File: src/design/hrt_pkg.sv
// Shared types, character constants and the per-byte classification functions
// for the HTTP request tokenizer. No dependencies.
`timescale 1ns / 1ps
`default_nettype none

package hrt_pkg;

	// Characters that steer the parse.
	localparam logic [7:0] CHAR_CR    = 8'h0D;
	localparam logic [7:0] CHAR_LF    = 8'h0A;
	localparam logic [7:0] CHAR_SP    = 8'h20;
	localparam logic [7:0] CHAR_COLON = 8'h3A;
	localparam logic [7:0] CHAR_ZERO  = 8'h30;

	// Byte kinds.
	localparam logic [2:0] KIND_DELIM  = 3'd0;
	localparam logic [2:0] KIND_METHOD = 3'd1;
	localparam logic [2:0] KIND_PATH   = 3'd2;
	localparam logic [2:0] KIND_VER    = 3'd3;
	localparam logic [2:0] KIND_HNAME  = 3'd4;
	localparam logic [2:0] KIND_HVALUE = 3'd5;
	localparam logic [2:0] KIND_BODY   = 3'd6;

	// Report codes.
	localparam logic [1:0] METHOD_OTHER = 2'd0;
	localparam logic [1:0] METHOD_GET   = 2'd1;
	localparam logic [1:0] METHOD_POST  = 2'd2;
	localparam logic [1:0] VER_INVALID  = 2'd0;
	localparam logic [1:0] VER_1_0      = 2'd1;
	localparam logic [1:0] VER_1_1      = 2'd2;

	// Length limits.
	localparam logic [2:0] METHOD_LEN_MAX = 3'd7;
	localparam logic [2:0] GET_LEN        = 3'd3;
	localparam logic [2:0] POST_LEN       = 3'd4;
	localparam logic [3:0] VER_LEN_MAX    = 4'd15;
	localparam logic [3:0] VER_PREFIX_LEN = 4'd7;
	localparam logic [3:0] VER_LEN        = 4'd8;

	// Default result queue depth.
	localparam int RESULT_DEPTH = 4;

	typedef enum logic [2:0] {
		PH_METHOD = 3'd0,
		PH_PATH   = 3'd1,
		PH_VERSION = 3'd2,
		PH_HNAME  = 3'd3,
		PH_HVALUE = 3'd4,
		PH_BODY   = 3'd5
	} phase_t;

	// Parser state kept between bytes (the held return lives apart).
	typedef struct packed {
		phase_t     phase;
		logic [2:0] method_len;
		logic [1:0] cand;       // bit 0: GET still possible, bit 1: POST
		logic [3:0] ver_len;
		logic       ver_ok;
		logic       ver_zero;
		logic       line_empty;
		logic       skip;
	} st_t;

	localparam st_t ST_RESET = '{
		phase:      PH_METHOD,
		method_len: 3'd0,
		cand:       2'b11,
		ver_len:    4'd0,
		ver_ok:     1'b1,
		ver_zero:   1'b0,
		line_empty: 1'b1,
		skip:       1'b0
	};

	// One result beat.
	typedef struct packed {
		logic [7:0] data;
		logic [2:0] kind;
		logic       line_end;
		logic [1:0] method_code;
		logic       path_found;
		logic [1:0] version_code;
		logic       header_valid;
		logic       body_begins;
		logic       last;
	} res_t;

	typedef struct packed {
		st_t  st;
		res_t res;
	} step_t;

	function automatic logic [7:0] get_char(input logic [1:0] idx);
		logic [7:0] c;
		case (idx)
			2'd0:    c = 8'h47; // G
			2'd1:    c = 8'h45; // E
			2'd2:    c = 8'h54; // T
			default: c = 8'h00;
		endcase
		return c;
	endfunction

	function automatic logic [7:0] post_char(input logic [1:0] idx);
		logic [7:0] c;
		case (idx)
			2'd0:    c = 8'h50; // P
			2'd1:    c = 8'h4F; // O
			2'd2:    c = 8'h53; // S
			default: c = 8'h54; // T
		endcase
		return c;
	endfunction

	function automatic logic [7:0] ver_char(input logic [2:0] idx);
		logic [7:0] c;
		case (idx)
			3'd0:    c = 8'h48; // H
			3'd1:    c = 8'h54; // T
			3'd2:    c = 8'h54; // T
			3'd3:    c = 8'h50; // P
			3'd4:    c = 8'h2F; // /
			3'd5:    c = 8'h31; // 1
			3'd6:    c = 8'h2E; // .
			default: c = 8'h00;
		endcase
		return c;
	endfunction

	// Tag one byte and advance the parser state.
	function automatic step_t classify(input st_t st_in, input logic [7:0] b);
		step_t r;
		r = '0;
		r.st = st_in;
		r.res.data = b;
		r.res.kind = KIND_DELIM;
		case (st_in.phase)
			PH_PATH: begin
				if (b == CHAR_SP) r.st.phase = PH_VERSION;
				else r.res.kind = KIND_PATH;
			end
			PH_VERSION: begin
				r.res.kind = KIND_VER;
				if (st_in.ver_len < VER_PREFIX_LEN && b != ver_char(st_in.ver_len[2:0]))
					r.st.ver_ok = 1'b0;
				r.st.ver_zero = (b == CHAR_ZERO);
				if (st_in.ver_len < VER_LEN_MAX) r.st.ver_len = st_in.ver_len + 4'd1;
			end
			PH_HNAME: begin
				r.st.line_empty = 1'b0;
				if (b == CHAR_COLON) begin
					r.st.phase = PH_HVALUE;
					r.st.skip = 1'b1;
				end else begin
					r.res.kind = KIND_HNAME;
				end
			end
			PH_HVALUE: begin
				r.st.line_empty = 1'b0;
				if (st_in.skip) r.st.skip = 1'b0;
				else r.res.kind = KIND_HVALUE;
			end
			PH_BODY: begin
				r.res.kind = KIND_BODY;
			end
			default: begin
				// Method phase; unused codes fall back to it as well.
				r.st.phase = PH_METHOD;
				if (b == CHAR_SP) begin
					r.st.phase = PH_PATH;
				end else begin
					r.res.kind = KIND_METHOD;
					if (st_in.method_len >= GET_LEN || b != get_char(st_in.method_len[1:0]))
						r.st.cand[0] = 1'b0;
					if (st_in.method_len >= POST_LEN || b != post_char(st_in.method_len[1:0]))
						r.st.cand[1] = 1'b0;
					if (st_in.method_len < METHOD_LEN_MAX)
						r.st.method_len = st_in.method_len + 3'd1;
				end
			end
		endcase
		return r;
	endfunction

	// Close a line at its line feed and produce the line reports.
	function automatic step_t close_line(input st_t st_in);
		step_t r;
		r = '0;
		r.st = st_in;
		r.res.data = CHAR_LF;
		r.res.kind = KIND_DELIM;
		r.res.line_end = 1'b1;
		if (st_in.phase == PH_METHOD || st_in.phase == PH_PATH ||
		    st_in.phase == PH_VERSION) begin
			// End of the request line.
			if (st_in.phase != PH_METHOD) begin
				if (st_in.cand[0] && st_in.method_len == GET_LEN)
					r.res.method_code = METHOD_GET;
				else if (st_in.cand[1] && st_in.method_len == POST_LEN)
					r.res.method_code = METHOD_POST;
			end
			r.res.path_found = (st_in.phase == PH_VERSION);
			if (st_in.phase == PH_VERSION && st_in.ver_len == VER_LEN && st_in.ver_ok)
				r.res.version_code = st_in.ver_zero ? VER_1_0 : VER_1_1;
			r.st.phase = PH_HNAME;
		end else if (st_in.line_empty) begin
			r.res.body_begins = 1'b1;
			r.st.phase = PH_BODY;
		end else begin
			r.res.header_valid = (st_in.phase == PH_HVALUE);
			r.st.phase = PH_HNAME;
		end
		r.st.line_empty = 1'b1;
		r.st.skip = 1'b0;
		return r;
	endfunction

endpackage

`default_nettype wire

File: src/design/http_request_tokenizer.sv
// HTTP request tokenizer top level: per-byte classification and result queue.
// Depends on hrt_pkg.
//
// Usage: request bytes enter one per beat on the input channel (in_valid,
// in_stall, data_byte, end_of_request). Each byte is tagged at the edge that
// accepts it, and its zero, one or two results go into a small result queue
// that drives the output channel (out_valid, out_stall and the result fields).
// A carriage return outside the body is held until the next byte: with a line
// feed it yields the return and the line-closing line feed (two results),
// otherwise the return comes out as an ordinary byte ahead of the new one.
// A result is written into the queue at the edge that accepts its byte.
// Throughput: one byte per cycle while in_stall is low, bounded by the output
// at one result per cycle; a CRLF pair takes two output beats. in_stall is
// raised from the registered queue count whenever fewer than two queue entries
// are free, so it does not depend on out_stall in the same cycle.
// When the receiver stalls, the head result stays on the outputs unchanged
// and the queue absorbs new results until it fills.
// Reset empties the queue, drops any held return and puts the parser at the
// start of a request line. The byte marked end_of_request ends the request.
`timescale 1ns / 1ps
`default_nettype none

module http_request_tokenizer #(
	parameter int FIFO_DEPTH = hrt_pkg::RESULT_DEPTH
) (
	input  wire logic       clk,
	input  wire logic       arst_n,
	input  wire logic       in_valid,
	output logic            in_stall,
	input  wire logic [7:0] data_byte,
	input  wire logic       end_of_request,
	output logic            out_valid,
	input  wire logic       out_stall,
	output logic [7:0]      out_byte,
	output logic [2:0]      byte_kind,
	output logic            line_end,
	output logic [1:0]      method_code,
	output logic            path_found,
	output logic [1:0]      version_code,
	output logic            header_valid,
	output logic            body_begins,
	output logic            last_of_run
);

	localparam int PTR_W = (FIFO_DEPTH > 2) ? $clog2(FIFO_DEPTH) : 1;
	localparam int CNT_W = $clog2(FIFO_DEPTH + 1);
	localparam logic [PTR_W-1:0] PTR_LAST  = PTR_W'(FIFO_DEPTH - 1);
	localparam logic [CNT_W-1:0] STALL_LVL = CNT_W'(FIFO_DEPTH - 2);

	hrt_pkg::st_t  st_q;
	logic          held_q;
	hrt_pkg::st_t  st_next;
	logic          held_next;
	hrt_pkg::res_t res0;
	hrt_pkg::res_t res1;
	logic [1:0]    push_n;

	hrt_pkg::res_t    queue_q [FIFO_DEPTH];
	logic [PTR_W-1:0] wr_q;
	logic [PTR_W-1:0] rd_q;
	logic [CNT_W-1:0] count_q;
	logic [PTR_W-1:0] wr_plus1;
	logic [PTR_W-1:0] wr_plus2;
	logic [PTR_W-1:0] rd_plus1;
	logic             accept;
	logic             pop;

	assign in_stall = (count_q > STALL_LVL);
	assign accept   = in_valid && !in_stall;
	assign out_valid = (count_q != '0);
	assign pop      = out_valid && !out_stall;

	// Per-byte work: settle a held return, then tag the new byte.
	always_comb begin
		hrt_pkg::step_t a;
		hrt_pkg::step_t c;
		hrt_pkg::st_t   s;
		logic           consumed;
		logic [1:0]     n;
		res0      = '0;
		res1      = '0;
		s         = st_q;
		held_next = 1'b0;
		consumed  = 1'b0;
		n         = 2'd0;
		a         = '0;
		c         = '0;
		if (held_q) begin
			if (data_byte == hrt_pkg::CHAR_LF && st_q.phase != hrt_pkg::PH_BODY) begin
				res0.data = hrt_pkg::CHAR_CR;
				res0.kind = hrt_pkg::KIND_DELIM;
				a = hrt_pkg::close_line(st_q);
				res1 = a.res;
				s = a.st;
				n = 2'd2;
				consumed = 1'b1;
			end else begin
				a = hrt_pkg::classify(st_q, hrt_pkg::CHAR_CR);
				res0 = a.res;
				s = a.st;
				n = 2'd1;
			end
		end
		if (!consumed) begin
			if (data_byte == hrt_pkg::CHAR_CR && s.phase != hrt_pkg::PH_BODY &&
			    !end_of_request) begin
				held_next = 1'b1;
			end else begin
				c = hrt_pkg::classify(s, data_byte);
				s = c.st;
				if (n == 2'd0) res0 = c.res;
				else res1 = c.res;
				n = n + 2'd1;
			end
		end
		// Mark the final result of this byte.
		if (n == 2'd1) res0.last = 1'b1;
		if (n == 2'd2) res1.last = 1'b1;
		if (end_of_request) begin
			s = hrt_pkg::ST_RESET;
			held_next = 1'b0;
		end
		st_next = s;
		push_n  = accept ? n : 2'd0;
	end

	// Parser state.
	always_ff @(posedge clk or negedge arst_n) begin
		if (!arst_n) begin
			st_q   <= hrt_pkg::ST_RESET;
			held_q <= 1'b0;
		end else if (accept) begin
			st_q   <= st_next;
			held_q <= held_next;
		end
	end

	// Queue pointer arithmetic with wrap at the depth.
	assign wr_plus1 = (wr_q == PTR_LAST) ? '0 : wr_q + 1'b1;
	assign wr_plus2 = (wr_plus1 == PTR_LAST) ? '0 : wr_plus1 + 1'b1;
	assign rd_plus1 = (rd_q == PTR_LAST) ? '0 : rd_q + 1'b1;

	// Result queue storage.
	always_ff @(posedge clk) begin
		if (push_n != 2'd0) queue_q[wr_q] <= res0;
		if (push_n == 2'd2) queue_q[wr_plus1] <= res1;
	end

	// Result queue control.
	always_ff @(posedge clk or negedge arst_n) begin
		if (!arst_n) begin
			wr_q    <= '0;
			rd_q    <= '0;
			count_q <= '0;
		end else begin
			case (push_n)
				2'd1:    wr_q <= wr_plus1;
				2'd2:    wr_q <= wr_plus2;
				default: wr_q <= wr_q;
			endcase
			if (pop) rd_q <= rd_plus1;
			count_q <= count_q + CNT_W'(push_n) - CNT_W'(pop);
		end
	end

	// Head of the queue drives the output beat.
	always_comb begin
		hrt_pkg::res_t h;
		h            = queue_q[rd_q];
		out_byte     = h.data;
		byte_kind    = h.kind;
		line_end     = h.line_end;
		method_code  = h.method_code;
		path_found   = h.path_found;
		version_code = h.version_code;
		header_valid = h.header_valid;
		body_begins  = h.body_begins;
		last_of_run  = h.last;
	end

endmodule

`default_nettype wire

File: config.mk
export PLATFORM = sky130hd
export DESIGN_NAME = http_request_tokenizer
export DESIGN_NICKNAME = d
export VERILOG_FILES = /design/src/design/hrt_pkg.sv /design/src/design/http_request_tokenizer.sv
export SDC_FILE = /design/constraint.sdc
export NUM_CORES = 1
export LEC_CHECK = 0
export BUFFER_PORTS_ARGS = -buffer_cell sky130_fd_sc_hd__buf_2
export CORE_MARGIN = 8
export CORE_UTILIZATION = 36
export CTS_CLUSTER_SIZE = 16
export DETAILED_ROUTE_END_ITERATION = 16
export HOLD_SLACK_MARGIN = 0.15
export SETUP_SLACK_MARGIN = 0.2
export SLEW_MARGIN = 0
export SYNTH_ARGS = -nofsm -noshare
export SYNTH_HDL_FRONTEND = slang
export SYNTH_SLANG_ARGS = --single-unit
File: constraint.sdc
create_clock -name clk -period 8.9 [get_ports clk]
set_input_delay 0.445 -clock clk [delete_from_list [all_inputs] [get_ports clk]]
set_output_delay 0.445 -clock clk [all_outputs]
set_load 0.05 [all_outputs]
# ---- Yosys cells after proc, flatten, opt, wreduce, memory -nomap -nowiden
# Memory sizes are Yosys's and may differ from the RTL's.
# Cells that the tools add are included.
dict set report totals {
  ff_bits 24
  mem_bits_rw 80
  output_inout_bits 22
  wordCells 221
  n_memories 1
}
# memory words width rd rd_ports_with_merged_regs wr line_no
set mem_list {}
lappend mem_list {queue_q 4 20 1 0 2 http_request_tokenizer.sv:58} ;# hrt_pkg::res_t queue_q [FIFO_DEPTH];
dict set report op_classes {
  n_addsub 10
  order_cmp 11
  eq_ne 49
  n_mux 102
  reduce_logical 36
}
# cell count
set ops {}
lappend ops {{8-bit 2-to-1 mux} 21}
lappend ops {{20-bit 2-to-1 mux} 8}
lappend ops {{16-bit 2-to-1 mux} 6}
lappend ops {{7-bit case mux with 6 select lines} 2}
lappend ops {{7-bit case mux with 3 select lines} 2}
lappend ops {{3-bit equality test, second input constant} 11}
lappend ops {{2-bit 2-to-1 mux} 15}
lappend ops {{3-bit 2-to-1 mux} 10}
lappend ops {{3-bit case mux with 5 select lines} 2}
lappend ops {{5-bit case mux with 3 select lines} 2}
lappend ops {{3-bit by 2-bit equality test with 1-bit output, second input constant} 9}
lappend ops {{8-bit by 6-bit equality test with 1-bit output, second input constant} 3}
lappend ops {{1-bit 2-to-1 mux} 24}
lappend ops {{4-bit by 8-bit inequality test with 1-bit output, first input constant} 3}
lappend ops {{8-bit inequality test} 3}
lappend ops {{8-bit by 4-bit equality test with 1-bit output, second input constant} 2}
lappend ops {{5-bit 2-to-1 mux} 3}
lappend ops {{2-bit equality test, second input constant} 7}
lappend ops {{3-bit by 1-bit equality test with 1-bit output, second input constant} 4}
lappend ops {{6-bit 2-to-1 mux} 2}
lappend ops {{1-bit logical AND} 11}
lappend ops {{5-bit OR reduction} 2}
lappend ops {{3-bit zero test} 3}
lappend ops {{3-bit case mux with 3 select lines} 1}
lappend ops {{other kinds (23)} 52}

# ---- Longest topological paths before layout
dict set report logic_depth {
  ltp_word 26
  ltp_mapped 18
  mapped_depth_nobuf 15
}

# ---- Worst setup path before layout
# OpenSTA, ideal clock, no wires.
dict set report synth_path {
  path_type {input -> register}
  startpoint {input data_byte[7]}
  endpoint {memory queue_q[1][0] in the netlist's numbering, enable pin}
  setup_time_ps 425
  t_arrival_ps 4120
  required_ps 8475
  setup_slack_ps 4355
  cell_stages 12
  path_buffers 3
  cell_sequence {buf_6 -> or4_1 -> buf_2 -> nor2_1 -> o221ai_1 -> o31ai_1 -> buf_2 -> nand2_1 -> o21ai_0 -> nand2_1 -> ha_1 -> o21ai_0}
}
# element line_no
set synth_lines {}
lappend synth_lines {{start, declared} http_request_tokenizer.sv:30} ;# input wire logic [7:0] data_byte,
lappend synth_lines {{end, declared} http_request_tokenizer.sv:58}

==> qor.csv <==
metric;value;unit
ANT nets after route;0;
GPL Wtd Cong;0.914;
fmax;199;MHz
height of the die;151;um
DP Cell Count;854;
worst hold start;end_of_request;
Placed Area;6950;sq um
Crit Path Class;reg -> reg;
maxcap violations;0;
Remaining Overflow, GRT;0;
critical path launch point type;flop;
Rows;49;
TritonCTS clock tree;yes;
Post-synth EDFFs;80;
Reg area;3010;sq um
io pins;35;
CP Data Required Time;8.87;ns
layout cells sized above 1;15.3;%
Fin Setup TNS;0;ns
multi-input logic area;3330;sq um
Initial Util;36.8;%
flops & latches, synth;104;
final hold violations;0;
cells after synthesis;625;
outcome;finished, final reports clean;
top sig layer;met4;
Resize count post-CTS;0;
RSZ-0062 raised after global routing;no;
Async SR Flop Fraction;23.1;%
actual slew at the worst max-slew pin;1.21;ns
Final Setup Violations;0;
hold crit path type;in -> reg;
via/cell ratio;5.71;
Syn Area/Cell;10.6;sq um
non-filler instance count after layout;871;
Final Util;40.5;%
GR Util All Layers;15.1;%
pre-CTS setup slack;3.42;ns
antenna violations before repair;0;
vias in the first global route;4810;
Synth-to-Final Area Change;10.2;%
Max H-tree Level;3;
critical-path maximum fanout;39;
Seq/Total Area, Yosys;45.5;%
die footprint;22900;sq um
clk sink count;104;
DR vias;4976;
VDD IR max;238;uV
total power;1.94;mW
first-pass GRT wire length;26.8;mm
wire length on met3;901;um
nets@finish;686;
fin. max-slew vios;0;
Yosys warnings;0;
WL/cell;19.0;um
dpl hpwl;12.4;mm
Root Buffer;clkbuf_16;
Port Buf Inserts;34;
core region area;18000;sq um
Hold WS;0.472;ns
Clock Latency Late Sink;0.36;ns
layout filler cell count;1733;
Worst-path clk slew;0.08;ns
drt drc;0;
max_slew headroom;19.1;%
met2 WL;7.98;mm
r2r startpoint;held_q;
power density cells;267;nW/um^2
Critical path origin;held_q;
Routed Wire Length;16.6;mm
Metal-1 WL;7.32;mm
largest net degree at the start of global routing;40;
Distinct cells, synth;73;
Initial DRC Count;277;
Antenna diodes;0;
syn nets;674;
drt pass-1 iters;5;
CTS max path bufs;2;
prevailing post-synth register cell;edfxtp_1;
Static Leak;2.61;nW
minimum clock period;5.03;ns
design area;7280;sq um
Final period util;56.5;%
arrival time worst endpoint;5.00;ns
Setup crit end kind;flop;
Die X;151;um
Worst Clk Skew;0.00591;ns
synthesized cell area;6610;sq um
CTS buffer count;9;
setup ws final;3.87;ns
[cells in the mapped netlist (11+ instances only)]
library cell	n	area, sq um
edfxtp_1	80	2400
nor2_1	52	195
nand2_1	47	176
ha_1	35	438
inv_1	34	128
clkbuf_1	32	120
a21oi_1	31	155
o21ai_0	26	130
and2_1	25	156
dfrtp_1	20	500
mux4_2	20	450
nand3_1	19	95.1
nor3_1	17	85.1
o22ai_1	14	87.6
maj3_1	12	120
nor2b_1	11	68.8
[where the power goes]
part	leakage, nW	switching [mW]	internal (mW)	total (mW)
sequential	1.01	0.0712	0.612	0.684
clock	0.150	0.195	0.225	0.420
combinational	1.45	0.548	0.290	0.838
total	2.61	0.814	1.13	1.94
[what timing repair did]
item / in CTS / in global routing
hold buffers: 1 / 0
buffers inserted: 0 / 0
endpoints found under the hold margin: 20 / 0
[final timing paths]
check | end | slack [ns] | cells past startpoint
min in group asynchronous | st_q[2] | 0.63 | 2
min | st_q[2] | 0.47 | 2
max in group asynchronous | st_q[13] | 7.87 | 2
max reg2reg | queue_q[1][7] | 3.87 | 10
min reg2reg | rd_q[0] | 0.51 | 1
max | queue_q[1][7] | 3.87 | 10
[registers in the layout (all words and copies together) (netlist names)]
name,count
wr_q,2
count_q,3
rd_q,2
queue_q,80
held_q,1
st_q,16
[cells by family after synthesis]
logic type,after synthesis,share of synthesized area [%]
flip-flops,104,45.5
adder cells (fa/ha/maj),48,8.75
multiplexers,31,8.67
AO/OA/AOI/OAI,136,13.8
buffers and inverters,74,4.37
AND/OR/NAND/NOR,221,17.4
XOR/XNOR,11,1.46
[layout make-up]
| type | count | area share (%) |
|---|---|---|
| clock buffer | 9 | 3.09 |
| multi-input combinational | 447 | 45.7 |
| tap | 229 | 3.93 |
| timing repair buffer | 39 | 2.89 |
| sequential | 104 | 41.3 |
| clock inverter | 7 | 1.22 |
| inverter | 36 | 1.86 |
[cells in the final DEF (no fill, tap or decap), drive strengths merged, types with 9 or more instances in the layout]
cell type and count:
clkbuf 9, and2 25, edfxtp 80, inv 38, buf 38, o22ai 14
mux4 20, nor2b 11, maj3 12, nand2 47, dfrtp 20, nor2 53
a21oi 31, o21ai 28, nor3 18, ha 35, nand3 19
[metal layers]
metal	track usage [%]	up-vias
li1	-	2359
met1	19.5	2425
met2	24.6	160
met3	3.36	32
met4	4.80	0
met5	0	-
[worst max-delay path: stages, from the launching register on]
cell and delay (ns):
dfrtp_1 0.33, buf_4 0.36, clkinv_1 0.44, nor4_4 0.75, nor2_1 0.33, o31ai_2 0.80, nand2_1 0.11, o21ai_0 0.14
nand2_1 0.12, ha_1 0.29, o21ai_2 0.96
No activity file was read; power rests on OpenSTA's default activity.
